`config.mk`:
```
export PLATFORM = sky130hd
export DESIGN_NAME = healpix_ring_of_pixel_flat
export DESIGN_NICKNAME = d
export VERILOG_FILES = /design/src/design/hrp_pkg.sv /design/src/design/hrp_channels.sv /design/src/design/hrp_front.sv /design/src/design/hrp_iter_stage.sv /design/src/design/hrp_back.sv /design/src/design/healpix_ring_of_pixel.sv /design/src/flat_wrapper.sv
export SDC_FILE = /design/constraint.sdc
export NUM_CORES = 2
export LEC_CHECK = 0
export ABC_CLOCK_PERIOD_IN_PS = 7700
export BUFFER_PORTS_ARGS = -buffer_cell sky130_fd_sc_hd__buf_2
export CORE_AREA = 2 2 421 381
export CTS_BUF_LIST = sky130_fd_sc_hd__clkbuf_2 sky130_fd_sc_hd__clkbuf_4 sky130_fd_sc_hd__clkbuf_8
export DETAILED_ROUTE_END_ITERATION = 16
export DIE_AREA = 0 0 423 383
export PLACE_DENSITY = 0.51
export SLEW_MARGIN = 5
export SYNTH_ARGS = -nofsm -noshare
export SYNTH_HDL_FRONTEND = slang
export SYNTH_SLANG_ARGS = --single-unit
```
`constraint.sdc`:
```
create_clock -name clk -period 7.7 [get_ports clk]
set_input_delay 0.77 -clock clk [delete_from_list [all_inputs] [get_ports clk]]
set_output_delay 0.77 -clock clk [all_outputs]
set_load 0.01 [all_outputs]
```
`src/design/hrp_pkg.sv`:
```
// Shared types, widths and arithmetic step functions for the HEALPix ring-number pipeline.
// Every other design file depends on this package.
package hrp_pkg;

  // Field widths at the block boundary.
  localparam int RES_W  = 14;
  localparam int PIX_W  = 30;
  localparam int RING_W = 15;
  localparam int REG_W  = 2;

  localparam int MAX_RESOLUTION = 8192;

  // Widths of the derived pixel counts: n*n, 12*n*n and 2*n*(n-1).
  localparam int NN_W   = 27;
  localparam int NPIX_W = 30;
  localparam int NCAP_W = 27;

  // Iteration pipeline: each stage retires a fixed number of root and quotient bits.
  localparam int ITER_STAGES     = 8;
  localparam int STEPS_PER_STAGE = 2;
  localparam int TOTAL_STEPS     = ITER_STAGES * STEPS_PER_STAGE;

  // Square root operand: the radicand is at most 28 bits, padded to two bits per step.
  localparam int SQ_IN_W   = 28;
  localparam int SQ_ARG_W  = 2 * TOTAL_STEPS;
  localparam int SQ_ROOT_W = TOTAL_STEPS;
  localparam int SQ_REM_W  = TOTAL_STEPS + 2;
  localparam int SQ_TRY_W  = SQ_REM_W + 2;

  // Division operand: (p - ncap) / 4, divided by n.
  localparam int DV_W     = 28;
  localparam int DV_LOW_W = TOTAL_STEPS;
  localparam int DV_Q_W   = TOTAL_STEPS;
  localparam int DV_REM_W = RES_W;

  // Working width of the ring sum and difference in the back end.
  localparam int RING_SUM_W = RING_W + 2;

  typedef enum logic [REG_W-1:0] {
    REGION_NORTH   = 2'd0,
    REGION_EQUATOR = 2'd1,
    REGION_SOUTH   = 2'd2
  } region_t;

  // Per-item control information that rides alongside the arithmetic.
  typedef struct packed {
    logic             err;
    region_t          region;
    logic [RES_W-1:0] n;
  } tag_t;

  typedef struct packed {
    logic [SQ_ARG_W-1:0]  arg;
    logic [SQ_REM_W-1:0]  rem;
    logic [SQ_ROOT_W-1:0] root;
  } sq_t;

  typedef struct packed {
    logic [DV_LOW_W-1:0] low;
    logic [DV_REM_W-1:0] rem;
    logic [DV_Q_W-1:0]   q;
  } dv_t;

  typedef struct packed {
    tag_t tag;
    sq_t  sq;
    dv_t  dv;
  } iter_t;

  typedef struct packed {
    logic [RING_W-1:0] ring;
    region_t           region;
    logic              err;
  } result_t;

  // One step of the restoring square root: brings down two radicand bits.
  function automatic sq_t sqrt_step(sq_t s);
    logic [SQ_TRY_W-1:0] rem_sh;
    logic [SQ_TRY_W-1:0] trial;
    sq_t                 r;
    rem_sh = {s.rem, s.arg[SQ_ARG_W-1 -: 2]};
    trial  = SQ_TRY_W'({s.root, 2'b01});
    r.arg  = {s.arg[SQ_ARG_W-3:0], 2'b00};
    if (rem_sh >= trial) begin
      r.rem  = SQ_REM_W'(rem_sh - trial);
      r.root = {s.root[SQ_ROOT_W-2:0], 1'b1};
    end else begin
      r.rem  = SQ_REM_W'(rem_sh);
      r.root = {s.root[SQ_ROOT_W-2:0], 1'b0};
    end
    return r;
  endfunction

  // One step of the restoring division by n: brings down one dividend bit.
  function automatic dv_t div_step(dv_t d, logic [RES_W-1:0] n);
    logic [DV_REM_W:0] rem_sh;
    dv_t               r;
    rem_sh = {d.rem, d.low[DV_LOW_W-1]};
    r.low  = {d.low[DV_LOW_W-2:0], 1'b0};
    if (rem_sh >= {1'b0, n}) begin
      r.rem = DV_REM_W'(rem_sh - {1'b0, n});
      r.q   = {d.q[DV_Q_W-2:0], 1'b1};
    end else begin
      r.rem = DV_REM_W'(rem_sh);
      r.q   = {d.q[DV_Q_W-2:0], 1'b0};
    end
    return r;
  endfunction

endpackage

```
`src/design/hrp_channels.sv`:
```
// Valid/ready channel interfaces for the pixel input, the ring result and the resolution write.
// Depends on hrp_pkg for field widths.
interface hrp_in_if;
  logic                      valid;
  logic                      ready;
  logic [hrp_pkg::PIX_W-1:0] pixel_index;

  modport source (output valid, output pixel_index, input ready);
  modport sink (input valid, input pixel_index, output ready);
endinterface

interface hrp_out_if;
  logic                       valid;
  logic                       ready;
  logic [hrp_pkg::RING_W-1:0] ring_number;
  logic [hrp_pkg::REG_W-1:0]  region;
  logic                       index_error;

  modport source (output valid, output ring_number, output region, output index_error,
                  input ready);
  modport sink (input valid, input ring_number, input region, input index_error,
                output ready);
endinterface

interface hrp_cfg_if;
  logic                      valid;
  logic                      ready;
  logic [hrp_pkg::RES_W-1:0] resolution;

  modport source (output valid, output resolution, input ready);
  modport sink (input valid, input resolution, output ready);
endinterface

```
`src/design/hrp_front.sv`:
```
// Front end: three pipeline stages that square n, form the pixel counts and classify the index.
// Depends on hrp_pkg; feeds the first iteration stage.
module hrp_front (
  input  logic                      clk,
  input  logic                      rst_n,
  input  logic                      in_valid,
  output logic                      in_ready,
  input  logic [hrp_pkg::PIX_W-1:0] pixel_index,
  input  logic [hrp_pkg::RES_W-1:0] resolution,
  output logic                      out_valid,
  input  logic                      out_ready,
  output hrp_pkg::iter_t            out_data
);

  logic valid1_r, valid2_r, valid3_r;
  logic ready1, ready2, ready3;

  logic [hrp_pkg::PIX_W-1:0]  p1_r, p2_r;
  logic [hrp_pkg::RES_W-1:0]  n1_r, n2_r;
  logic [hrp_pkg::NN_W-1:0]   nn1_r;
  logic [hrp_pkg::NPIX_W-1:0] npix2_r;
  logic [hrp_pkg::NCAP_W-1:0] ncap2_r;
  hrp_pkg::iter_t             d3_r;

  logic [2*hrp_pkg::RES_W-1:0] nn_full;
  logic [hrp_pkg::NN_W-1:0]    nn_nxt;
  logic [hrp_pkg::NPIX_W-1:0]  npix_nxt;
  logic [hrp_pkg::NCAP_W:0]    ncap_full;
  logic [hrp_pkg::NCAP_W-1:0]  ncap_nxt;
  hrp_pkg::iter_t              d3_nxt;

  logic [hrp_pkg::PIX_W-1:0]   ncap_ext;
  logic [hrp_pkg::PIX_W-1:0]   band_end;
  logic [hrp_pkg::PIX_W-1:0]   south_q;
  logic [hrp_pkg::PIX_W-1:0]   band_off;
  logic [hrp_pkg::SQ_IN_W-1:0] north_arg;
  logic [hrp_pkg::SQ_IN_W-1:0] south_arg;
  logic [hrp_pkg::DV_W-1:0]    dividend;
  logic                        is_err, is_north, is_equator;

  // Full-width square of the resolution.
  function automatic logic [2*hrp_pkg::RES_W-1:0] n1_nxt_mul(logic [hrp_pkg::RES_W-1:0] n);
    return (2*hrp_pkg::RES_W)'(n) * (2*hrp_pkg::RES_W)'(n);
  endfunction

  // Each stage moves on when it is empty or its successor takes its item.
  assign ready3    = !valid3_r || out_ready;
  assign ready2    = !valid2_r || ready3;
  assign ready1    = !valid1_r || ready2;
  assign in_ready  = ready1;
  assign out_valid = valid3_r;
  assign out_data  = d3_r;

  // Stage one: square the resolution.
  assign nn_full = n1_nxt_mul(resolution);
  assign nn_nxt  = nn_full[hrp_pkg::NN_W-1:0];

  // Stage two: total pixel count 12*n*n and polar cap size 2*n*(n-1).
  assign npix_nxt  = {nn1_r, 3'b000} + {1'b0, nn1_r, 2'b00};
  assign ncap_full = {nn1_r, 1'b0} - (hrp_pkg::NCAP_W + 1)'({n1_r, 1'b0});
  assign ncap_nxt  = ncap_full[hrp_pkg::NCAP_W-1:0];

  // Stage three: region decision and operands for the square root and the division.
  always_comb begin
    ncap_ext   = hrp_pkg::PIX_W'(ncap2_r);
    band_end   = npix2_r - ncap_ext;
    south_q    = npix2_r - p2_r;
    band_off   = p2_r - ncap_ext;
    is_err     = (p2_r >= npix2_r);
    is_north   = (p2_r < ncap_ext);
    is_equator = (p2_r < band_end);
    north_arg  = {p2_r[hrp_pkg::SQ_IN_W-2:0], 1'b1};
    south_arg  = {south_q[hrp_pkg::SQ_IN_W-2:0], 1'b0} - hrp_pkg::SQ_IN_W'(1);
    dividend   = band_off[hrp_pkg::PIX_W-1:2];

    d3_nxt.tag.err = is_err;
    d3_nxt.tag.n   = n2_r;
    if (is_err || is_north) begin
      d3_nxt.tag.region = hrp_pkg::REGION_NORTH;
    end else if (is_equator) begin
      d3_nxt.tag.region = hrp_pkg::REGION_EQUATOR;
    end else begin
      d3_nxt.tag.region = hrp_pkg::REGION_SOUTH;
    end

    d3_nxt.sq.arg  = is_north ? hrp_pkg::SQ_ARG_W'(north_arg) : hrp_pkg::SQ_ARG_W'(south_arg);
    d3_nxt.sq.rem  = '0;
    d3_nxt.sq.root = '0;

    d3_nxt.dv.low = dividend[hrp_pkg::DV_LOW_W-1:0];
    d3_nxt.dv.rem = hrp_pkg::DV_REM_W'(dividend[hrp_pkg::DV_W-1:hrp_pkg::DV_LOW_W]);
    d3_nxt.dv.q   = '0;
  end

  // Valid bits of the three stages.
  always_ff @(posedge clk) begin
    if (!rst_n) begin
      valid1_r <= 1'b0;
      valid2_r <= 1'b0;
      valid3_r <= 1'b0;
    end else begin
      if (ready1) valid1_r <= in_valid;
      if (ready2) valid2_r <= valid1_r;
      if (ready3) valid3_r <= valid2_r;
    end
  end

  // Payload registers of the three stages.
  always_ff @(posedge clk) begin
    if (ready1) begin
      p1_r  <= pixel_index;
      n1_r  <= resolution;
      nn1_r <= nn_nxt;
    end
    if (ready2) begin
      p2_r    <= p1_r;
      n2_r    <= n1_r;
      npix2_r <= npix_nxt;
      ncap2_r <= ncap_nxt;
    end
    if (ready3) begin
      d3_r <= d3_nxt;
    end
  end

endmodule

```
`src/design/hrp_iter_stage.sv`:
```
// One slice of the iteration pipeline: two square-root steps and two division steps per item.
// Depends on hrp_pkg for the step functions and the item type.
module hrp_iter_stage (
  input  logic           clk,
  input  logic           rst_n,
  input  logic           in_valid,
  output logic           in_ready,
  input  hrp_pkg::iter_t in_data,
  output logic           out_valid,
  input  logic           out_ready,
  output hrp_pkg::iter_t out_data
);

  logic           valid_r;
  hrp_pkg::iter_t d_r;
  hrp_pkg::iter_t d_nxt;

  assign in_ready  = !valid_r || out_ready;
  assign out_valid = valid_r;
  assign out_data  = d_r;

  // Both recurrences run on every item; the back end picks the one its region needs.
  always_comb begin
    d_nxt = in_data;
    for (int i = 0; i < hrp_pkg::STEPS_PER_STAGE; i++) begin
      d_nxt.sq = hrp_pkg::sqrt_step(d_nxt.sq);
      d_nxt.dv = hrp_pkg::div_step(d_nxt.dv, d_nxt.tag.n);
    end
  end

  always_ff @(posedge clk) begin
    if (!rst_n) begin
      valid_r <= 1'b0;
    end else if (in_ready) begin
      valid_r <= in_valid;
    end
  end

  always_ff @(posedge clk) begin
    if (in_ready) begin
      d_r <= d_nxt;
    end
  end

endmodule

```
`src/design/hrp_back.sv`:
```
// Back end: turns the root or quotient into a ring number and holds results in an output skid.
// Depends on hrp_pkg and on the hrp_out_if channel interface.
module hrp_back (
  input  logic             clk,
  input  logic             rst_n,
  input  logic             in_valid,
  output logic             in_ready,
  input  hrp_pkg::iter_t   in_data,
  hrp_out_if.source        out_ch
);

  logic              out_valid_r, skid_valid_r;
  hrp_pkg::result_t  out_r, skid_r;
  hrp_pkg::result_t  res_nxt;

  logic [hrp_pkg::SQ_ROOT_W:0]    half_sum;
  logic [hrp_pkg::SQ_ROOT_W-1:0]  half;
  logic [hrp_pkg::RING_SUM_W-1:0] ring_wide;
  logic                           accept, take;

  // Ring number from the iteration results.
  always_comb begin
    half_sum = {1'b0, in_data.sq.root} + (hrp_pkg::SQ_ROOT_W + 1)'(1);
    half     = half_sum[hrp_pkg::SQ_ROOT_W:1];
    case (in_data.tag.region)
      hrp_pkg::REGION_EQUATOR:
        ring_wide = hrp_pkg::RING_SUM_W'(in_data.dv.q) + hrp_pkg::RING_SUM_W'(in_data.tag.n);
      hrp_pkg::REGION_SOUTH:
        ring_wide = hrp_pkg::RING_SUM_W'({in_data.tag.n, 2'b00}) - hrp_pkg::RING_SUM_W'(half);
      default:
        ring_wide = hrp_pkg::RING_SUM_W'(half);
    endcase
    res_nxt.err    = in_data.tag.err;
    res_nxt.region = in_data.tag.err ? hrp_pkg::REGION_NORTH : in_data.tag.region;
    res_nxt.ring   = in_data.tag.err ? '0 : ring_wide[hrp_pkg::RING_W-1:0];
  end

  // The upstream side sees only the registered skid flag.
  assign in_ready = !skid_valid_r;
  assign accept   = in_valid && in_ready;
  assign take     = out_valid_r && out_ch.ready;

  always_ff @(posedge clk) begin
    if (!rst_n) begin
      out_valid_r  <= 1'b0;
      skid_valid_r <= 1'b0;
    end else if (take || !out_valid_r) begin
      if (skid_valid_r) begin
        out_valid_r  <= 1'b1;
        skid_valid_r <= 1'b0;
      end else begin
        out_valid_r <= accept;
      end
    end else if (accept) begin
      skid_valid_r <= 1'b1;
    end
  end

  always_ff @(posedge clk) begin
    if (take || !out_valid_r) begin
      out_r <= skid_valid_r ? skid_r : res_nxt;
    end else if (accept) begin
      skid_r <= res_nxt;
    end
  end

  assign out_ch.valid       = out_valid_r;
  assign out_ch.ring_number = out_r.ring;
  assign out_ch.region      = out_r.region;
  assign out_ch.index_error = out_r.err;

  // The skid register only fills behind a result that is being held.
  a_skid_behind_out: assert property (@(posedge clk) disable iff (!rst_n)
    skid_valid_r |-> out_valid_r)
    else $error("skid holds a result while the output register is empty");

  // An item arriving while the output is held must land in the skid register.
  a_skid_catches: assert property (@(posedge clk) disable iff (!rst_n)
    (out_valid_r && !out_ch.ready && accept) |=> skid_valid_r)
    else $error("item arrived during a stall but was not caught by the skid");

endmodule

```
`src/design/healpix_ring_of_pixel.sv`:
```
// Top level of the HEALPix ring-number pipeline: resolution register, front end,
// iteration slices and output back end. Depends on hrp_pkg and the channel interfaces.

// The block takes one ring-scheme pixel index per cycle while the output is not stalled
// and returns its ring number, region and an error flag, in order, through three front-end
// stages (squaring n, pixel counts, region decision), eight iteration slices that each
// retire two bits of the square root and of the quotient by n, and one output register
// with a skid entry behind it. The iteration slices perform sixteen restoring steps,
// two per stage, for both recurrences. A resolution write takes effect for items that
// transfer in after it; values above 8192 are held at 8192, and a resolution of zero
// marks every index as an error. No clearing pass is needed after reset.
module healpix_ring_of_pixel (
  input  logic      clk,
  input  logic      rst_n,
  hrp_in_if.sink    in_ch,
  hrp_out_if.source out_ch,
  hrp_cfg_if.sink   cfg_ch
);

  logic [hrp_pkg::RES_W-1:0] resolution_r;
  logic [hrp_pkg::RES_W-1:0] resolution_nxt;

  logic           valid_w [hrp_pkg::ITER_STAGES+1];
  logic           ready_w [hrp_pkg::ITER_STAGES+1];
  hrp_pkg::iter_t data_w  [hrp_pkg::ITER_STAGES+1];

  // Resolution register, saturated at the largest supported nside.
  assign cfg_ch.ready   = 1'b1;
  assign resolution_nxt = (cfg_ch.resolution > hrp_pkg::RES_W'(hrp_pkg::MAX_RESOLUTION)) ?
                          hrp_pkg::RES_W'(hrp_pkg::MAX_RESOLUTION) : cfg_ch.resolution;

  always_ff @(posedge clk) begin
    if (!rst_n) begin
      resolution_r <= hrp_pkg::RES_W'(1);
    end else if (cfg_ch.valid && cfg_ch.ready) begin
      resolution_r <= resolution_nxt;
    end
  end

  // Front end.
  hrp_front u_front (
    .clk         (clk),
    .rst_n       (rst_n),
    .in_valid    (in_ch.valid),
    .in_ready    (in_ch.ready),
    .pixel_index (in_ch.pixel_index),
    .resolution  (resolution_r),
    .out_valid   (valid_w[0]),
    .out_ready   (ready_w[0]),
    .out_data    (data_w[0])
  );

  // Iteration slices.
  for (genvar g = 0; g < hrp_pkg::ITER_STAGES; g++) begin : g_iter
    hrp_iter_stage u_stage (
      .clk       (clk),
      .rst_n     (rst_n),
      .in_valid  (valid_w[g]),
      .in_ready  (ready_w[g]),
      .in_data   (data_w[g]),
      .out_valid (valid_w[g+1]),
      .out_ready (ready_w[g+1]),
      .out_data  (data_w[g+1])
    );
  end

  // Ring formation and output skid.
  hrp_back u_back (
    .clk      (clk),
    .rst_n    (rst_n),
    .in_valid (valid_w[hrp_pkg::ITER_STAGES]),
    .in_ready (ready_w[hrp_pkg::ITER_STAGES]),
    .in_data  (data_w[hrp_pkg::ITER_STAGES]),
    .out_ch   (out_ch)
  );

  // An error result carries ring zero in the north-cap code.
  a_err_fields: assert property (@(posedge clk) disable iff (!rst_n)
    (out_ch.valid && out_ch.index_error) |->
      (out_ch.ring_number == '0 && out_ch.region == hrp_pkg::REGION_NORTH))
    else $error("error result with non-zero ring or region");

  // A valid pixel always lies on a ring numbered from one.
  a_ring_nonzero: assert property (@(posedge clk) disable iff (!rst_n)
    (out_ch.valid && !out_ch.index_error) |-> (out_ch.ring_number != '0))
    else $error("in-range pixel produced ring zero");

endmodule

```
`src/flat_wrapper.sv`:
```
// flat-port wrapper written by rule: the top's interface ports become plain ports
module healpix_ring_of_pixel_flat 
  (clk, rst_n, in_ch_valid, in_ch_pixel_index, in_ch_ready, out_ch_valid, out_ch_ring_number, out_ch_region, out_ch_index_error, out_ch_ready, cfg_ch_valid, cfg_ch_resolution, cfg_ch_ready);
  hrp_in_if in_ch_i ();
  hrp_out_if out_ch_i ();
  hrp_cfg_if cfg_ch_i ();
  input  logic clk;
  input  logic rst_n;
  input wire logic [$bits(in_ch_i.valid)-1:0] in_ch_valid;
  input wire logic [$bits(in_ch_i.pixel_index)-1:0] in_ch_pixel_index;
  output wire logic [$bits(in_ch_i.ready)-1:0] in_ch_ready;
  output wire logic [$bits(out_ch_i.valid)-1:0] out_ch_valid;
  output wire logic [$bits(out_ch_i.ring_number)-1:0] out_ch_ring_number;
  output wire logic [$bits(out_ch_i.region)-1:0] out_ch_region;
  output wire logic [$bits(out_ch_i.index_error)-1:0] out_ch_index_error;
  input wire logic [$bits(out_ch_i.ready)-1:0] out_ch_ready;
  input wire logic [$bits(cfg_ch_i.valid)-1:0] cfg_ch_valid;
  input wire logic [$bits(cfg_ch_i.resolution)-1:0] cfg_ch_resolution;
  output wire logic [$bits(cfg_ch_i.ready)-1:0] cfg_ch_ready;
  assign in_ch_i.valid = in_ch_valid;
  assign in_ch_i.pixel_index = in_ch_pixel_index;
  assign in_ch_ready = in_ch_i.ready;
  assign out_ch_valid = out_ch_i.valid;
  assign out_ch_ring_number = out_ch_i.ring_number;
  assign out_ch_region = out_ch_i.region;
  assign out_ch_index_error = out_ch_i.index_error;
  assign out_ch_i.ready = out_ch_ready;
  assign cfg_ch_i.valid = cfg_ch_valid;
  assign cfg_ch_i.resolution = cfg_ch_resolution;
  assign cfg_ch_ready = cfg_ch_i.ready;
  healpix_ring_of_pixel u_core (.clk(clk), .rst_n(rst_n), .in_ch(in_ch_i), .out_ch(out_ch_i), .cfg_ch(cfg_ch_i));
endmodule
```
==> report_table.html <==
<table>
<tr><th>Metric</th><th>Value</th></tr>
<tr><th colspan="2">Outcome</th></tr>
<tr><td>Status</td><td>finished clean</td></tr>
<tr><th colspan="2">Power and ir drop</th></tr>
<tr><td>Pwr Density</td><td>about 470 nW/um2</td></tr>
<tr><td>Max rail drop VDD</td><td>0.221 mV</td></tr>
<tr><td>Static leakage</td><td>29.5 nW</td></tr>
<tr><th colspan="2">Critical path</th></tr>
<tr><td>Endpoint kind of the worst setup timing path</td><td>flop</td></tr>
<tr><td>CP Data Arrival Time</td><td>roughly 7500 ps</td></tr>
<tr><td>FF-to-FF path depth</td><td>25</td></tr>
<tr><td>Required @ worst endpoint</td><td>about 8300 ps</td></tr>
<tr><td>Flop-to-flop setup slack</td><td>840 ps</td></tr>
<tr><td>Critical path class</td><td>reg -&gt; reg</td></tr>
<tr><td>Max FO, Critical Path</td><td>11</td></tr>
<tr><td>Category of the worst setup path launch point</td><td>flop</td></tr>
<tr><th colspan="2">Die</th></tr>
<tr><td>Placeable core region</td><td>158000 um2</td></tr>
<tr><td>Overall die height</td><td>383 um</td></tr>
<tr><td>Row Count</td><td>between 100 and 150</td></tr>
<tr><td>Count of pins on the block boundary</td><td>70</td></tr>
<tr><td>Starting density of the core</td><td>0.396</td></tr>
<tr><td>Die width</td><td>423 um</td></tr>
<tr><td>Die Outline Area</td><td>~160000 um2</td></tr>
<tr><th colspan="2">Layout</th></tr>
<tr><td>Multi-input gate area in the final layout</td><td>between 30000 and 40000 um2</td></tr>
<tr><td>Share of layout cells above drive strength 1</td><td>0.102</td></tr>
<tr><td>FF+latch area</td><td>about 27000 um2</td></tr>
<tr><td>Leading cell types in the layout, fill and taps excluded</td><td>878 x sky130_fd_sc_hd__edfxtp_1, 644 x sky130_fd_sc_hd__inv_1, 633 x sky130_fd_sc_hd__ha_1</td></tr>
<tr><td>Post-route design area</td><td>~69000 um2</td></tr>
<tr><td>Layout Nets</td><td>about 6900</td></tr>
<tr><td>Most frequent standard cell in the layout excluding fill and tap cells</td><td>sky130_fd_sc_hd__edfxtp_1</td></tr>
<tr><td>Area grow syn2layout</td><td>10.4%</td></tr>
<tr><td>Count of filler cells inserted in the layout</td><td>between 15000 and 20000</td></tr>
<tr><th colspan="2">Min path</th></tr>
<tr><td>Worst hold path cell count</td><td>1</td></tr>
<tr><td>Classification of the worst-slack hold path</td><td>in -&gt; reg</td></tr>
<tr><th colspan="2">Yosys</th></tr>
<tr><td>Warnings from Yosys</td><td>0</td></tr>
<tr><td>Leading register cell type out of synthesis</td><td>sky130_fd_sc_hd__edfxtp_1</td></tr>
<tr><td>Number of flops mapped to enable cells by yosys</td><td>878</td></tr>
<tr><td>Netlist area before placement</td><td>approximately 63000 um2</td></tr>
<tr><td>Ys async rst share</td><td>0</td></tr>
<tr><td>Cell count after synthesis</td><td>about 5800</td></tr>
<tr><td>Post-synthesis average cell area</td><td>between 10 and 15 um2</td></tr>
<tr><td>Netlist cell types</td><td>roughly 110</td></tr>
<tr><td>Seq/Total Area, Yosys</td><td>0.430</td></tr>
<tr><td>Total of flip-flops plus latches after synthesis</td><td>905</td></tr>
<tr><th colspan="2">Detailed routing</th></tr>
<tr><td>Drt pass-1 iters</td><td>5</td></tr>
<tr><td>Average vias per placed instance</td><td>5.15</td></tr>
<tr><td>Number of remaining DRC errors</td><td>0</td></tr>
<tr><td>Number of nets still failing antenna checks after routing</td><td>0</td></tr>
<tr><td>1st-iter DRT viols</td><td>2322</td></tr>
<tr><td>DR vias</td><td>around 43000</td></tr>
<tr><td>Wirelength, routed</td><td>about 150000 um</td></tr>
<tr><td>WL/cell</td><td>between 15 and 20 um</td></tr>
<tr><th colspan="2">STA</th></tr>
<tr><td>Endpoints failing setup</td><td>0</td></tr>
<tr><td>Max-slew headroom at the worst pin</td><td>0.257</td></tr>
<tr><td>Worst setup margin</td><td>roughly 840 ps</td></tr>
<tr><td>F_max</td><td>146 MHz</td></tr>
<tr><td>Final worst path period share</td><td>0.891</td></tr>
<tr><td>Final setup TNS</td><td>0 ps</td></tr>
<tr><td>Final hold violations</td><td>0</td></tr>
<tr><td>Transition at the pin with the smallest max-transition slack</td><td>1110 ps</td></tr>
<tr><td>Post-layout min period</td><td>slightly below 7000 ps</td></tr>
<tr><td>RSZ-0062 raised after global routing</td><td>no</td></tr>
<tr><td>Clk_skew</td><td>54.5 ps</td></tr>
<tr><td>Slew Viols, Final</td><td>0</td></tr>
<tr><th colspan="2">Place</th></tr>
<tr><td>Post-detailed-placement cell area</td><td>about 65000 um2</td></tr>
<tr><td>Setup WS pre-CTS</td><td>~800 ps</td></tr>
<tr><td>RePlAce Congestion</td><td>~0.84</td></tr>
<tr><td>Sum of net half-perimeters after detailed placement</td><td>~120000 um</td></tr>
<tr><td>Total of buffers placed on input and output ports</td><td>68</td></tr>
<tr><th colspan="2">Global route</th></tr>
<tr><td>Pin count of the biggest net entering global routing</td><td>between 80 and 90</td></tr>
<tr><td>Overall global routing resource usage</td><td>0.180</td></tr>
<tr><td>First-pass GRT wire length</td><td>between 200000 and 250000 um</td></tr>
<tr><td>Number of antenna violations at the first check in global routing</td><td>4</td></tr>
<tr><td>Total congestion overflow after global routing</td><td>0</td></tr>
<tr><td>Number of global-route vias before repair</td><td>about 43000</td></tr>
<tr><th colspan="2">Clocking</th></tr>
<tr><td>Skew-Pair Late Insertion Delay</td><td>900 ps</td></tr>
<tr><td>Total of cells resized after clock tree synthesis</td><td>0</td></tr>
<tr><td>Root buffer cell</td><td>sky130_fd_sc_hd__clkbuf_8</td></tr>
<tr><td>Post-CTS repair timing setup buffer count</td><td>0</td></tr>
<tr><td>CTS tree</td><td>yes</td></tr>
<tr><td>Max Root-Sink Buffers</td><td>3</td></tr>
<tr><td>Cts hold-fix bufs</td><td>30</td></tr>
<tr><td>Clock transition time at the flip-flop clock pins of the worst setup and hold paths</td><td>70 ps</td></tr>
<tr><td>CTS Sinks</td><td>905</td></tr>
<tr><td>Number of buffers inserted during clock tree synthesis</td><td>between 150 and 200</td></tr>
<tr><td>Level count of the clock H-tree</td><td>4</td></tr>
<tr><th colspan="2">Job</th></tr>
<tr><td>Number of maximum-capacitance constraint violations</td><td>0</td></tr>
</table>
-- worst max-delay path, stage by stage, from the launching register on --
cell	delay, ps
sky130_fd_sc_hd__dfxtp_1	580
sky130_fd_sc_hd__inv_1	240
sky130_fd_sc_hd__nor2_1	270
sky130_fd_sc_hd__fa_1	210
sky130_fd_sc_hd__inv_1	50
sky130_fd_sc_hd__fa_1	480
sky130_fd_sc_hd__inv_1	60
sky130_fd_sc_hd__fa_1	500
sky130_fd_sc_hd__inv_1	50
sky130_fd_sc_hd__fa_1	470
sky130_fd_sc_hd__inv_1	50
sky130_fd_sc_hd__fa_1	530
sky130_fd_sc_hd__inv_1	50
sky130_fd_sc_hd__fa_1	530
sky130_fd_sc_hd__inv_1	40
sky130_fd_sc_hd__ha_1	310
sky130_fd_sc_hd__o21a_1	130
sky130_fd_sc_hd__o21ai_0	400
sky130_fd_sc_hd__nor2_1	110
sky130_fd_sc_hd__a221o_1	400
sky130_fd_sc_hd__a211o_1	310
sky130_fd_sc_hd__a31oi_1	260
sky130_fd_sc_hd__o21bai_1	130
sky130_fd_sc_hd__a21o_1	180
sky130_fd_sc_hd__a21oi_1	170
sky130_fd_sc_hd__xnor2_1	80
-- path summary, 6_finish.rpt --
check                                       from                                endpoint
min reg2reg     u_core.u_front.n2_r[7]$_DFFE_PP_  u_core.u_front.out_data[119]$_DFFE_PP_
max reg2reg  u_core.resolution_r[6]$_SDFFE_PN0P_      u_core.u_front.nn1_r[23]$_DFFE_PP_
max          u_core.resolution_r[6]$_SDFFE_PN0P_      u_core.u_front.nn1_r[23]$_DFFE_PP_
min                         in_ch_pixel_index[9]        u_core.u_front.p1_r[9]$_DFFE_PP_
-- final cells by class --
cell class	count	area share
Antenna cell	3	0.000109
Multi-Input combinational cell	4179	0.475
Tap cell	2115	0.0383
Clock inverter	92	0.0121
Sequential cell	905	0.389
Clock buffer	200	0.0363
Inverter	656	0.0357
Timing Repair Buffer	131	0.0129
-- flip-flops by register name, summed over array words and instances (netlist names) --
name and cells:
u_core.u_front.valid2_r 1, u_core.resolution_r 14, u_core.u_back.skid_r 18, u_core.u_front.n2_r 13, u_core.g_iter.u_stage.out_valid 8, u_core.u_front.out_data 71, u_core.u_front.n1_r 14, u_core.u_front.valid1_r 1
u_core.u_front.p1_r 30, u_core.u_back.out_ch.ring_number 15, u_core.g_iter.u_stage.out_data 608, u_core.u_back.out_ch.region 2, u_core.u_front.npix2_r 26, u_core.u_front.p2_r 30, u_core.u_front.out_valid 1, u_core.u_front.nn1_r 25
u_core.u_front.ncap2_r 25, u_core.u_back.out_ch.index_error 1, u_core.u_back.out_ch.valid 1, u_core.u_back.skid_valid_r 1
-- metal layers --
layer | track usage | part of all wire | vias to the layer above
li1 | - | - | 21550
met4 | 0.0453 | 0.019 | 0
met3 | 0.0256 | 0.032 | 197
met1 | 0.259 | 0.50 | 20236
met2 | 0.286 | 0.45 | 645
met5 | 0 | 0 | -
-- Yosys cell counts (all sizes together) (27+ instances only) --
cell type  count  area share
fa           136       0.043
edfxtp       878        0.42
and2          59      0.0059
o21bai        60      0.0072
nand3         91      0.0073
nor2         374       0.022
a21o         165       0.020
o31ai         27      0.0032
or3           44      0.0046
mux2i         29      0.0046
nand2b        66      0.0066
nand4         78      0.0080
a21boi        38      0.0046
o21ai        265       0.021
ha           633        0.13
xnor2        320       0.045
and3          51      0.0051
nor3          99      0.0085
a31oi         34      0.0034
nor4          44      0.0057
nand2        347       0.021
a21oi        360       0.029
nor2b         90      0.0090
o21a          85       0.010
clkbuf        81      0.0049
inv          654       0.039
a221oi        29      0.0043
xor2         151       0.021
dfxtp         27      0.0086
buf           28      0.0025
mux2         172       0.031
a211oi        43      0.0052
-- logic make-up (layout without fill, tap and decap cells) --
| group | count (synthesis) | count (layout) | synth area share |
|---|---|---|---|
| simple gates | 1440 | 1440 | 0.117 |
| compound gates | 1293 | 1293 | 0.135 |
| flops | 905 | 905 | 0.430 |
| fa+ha+maj | 770 | 770 | 0.170 |
| buf+inv | 765 | 1079 | 0.0467 |
| xor+xnor | 471 | 471 | 0.0659 |
| mux | 201 | 201 | 0.0357 |
| other cells | 2 | 7 | 0.000120 |
-- power breakdown --
group / switching (mW) / internal [mW]
clock: 2.15 / 2.51
sequential: 0.954 / 7.95
combinational: 10.3 / 8.84
-- per-stage QoR --
stage / power (mW) / std cells / util / hold WS, ps
floorplan: 23.8 / 5849 / - / 400
global placement: 27.9 / 7956 / 0.414 / 401
detailed placement: 28.0 / 7956 / 0.414 / 405
CTS: 33.0 / 8278 / 0.437 / 76.4
global route: 35.6 / 8281 / 0.437 / 98.3
finish: 32.7 / 8281 / 0.437 / 180
(Power assumes the default switching activity.)
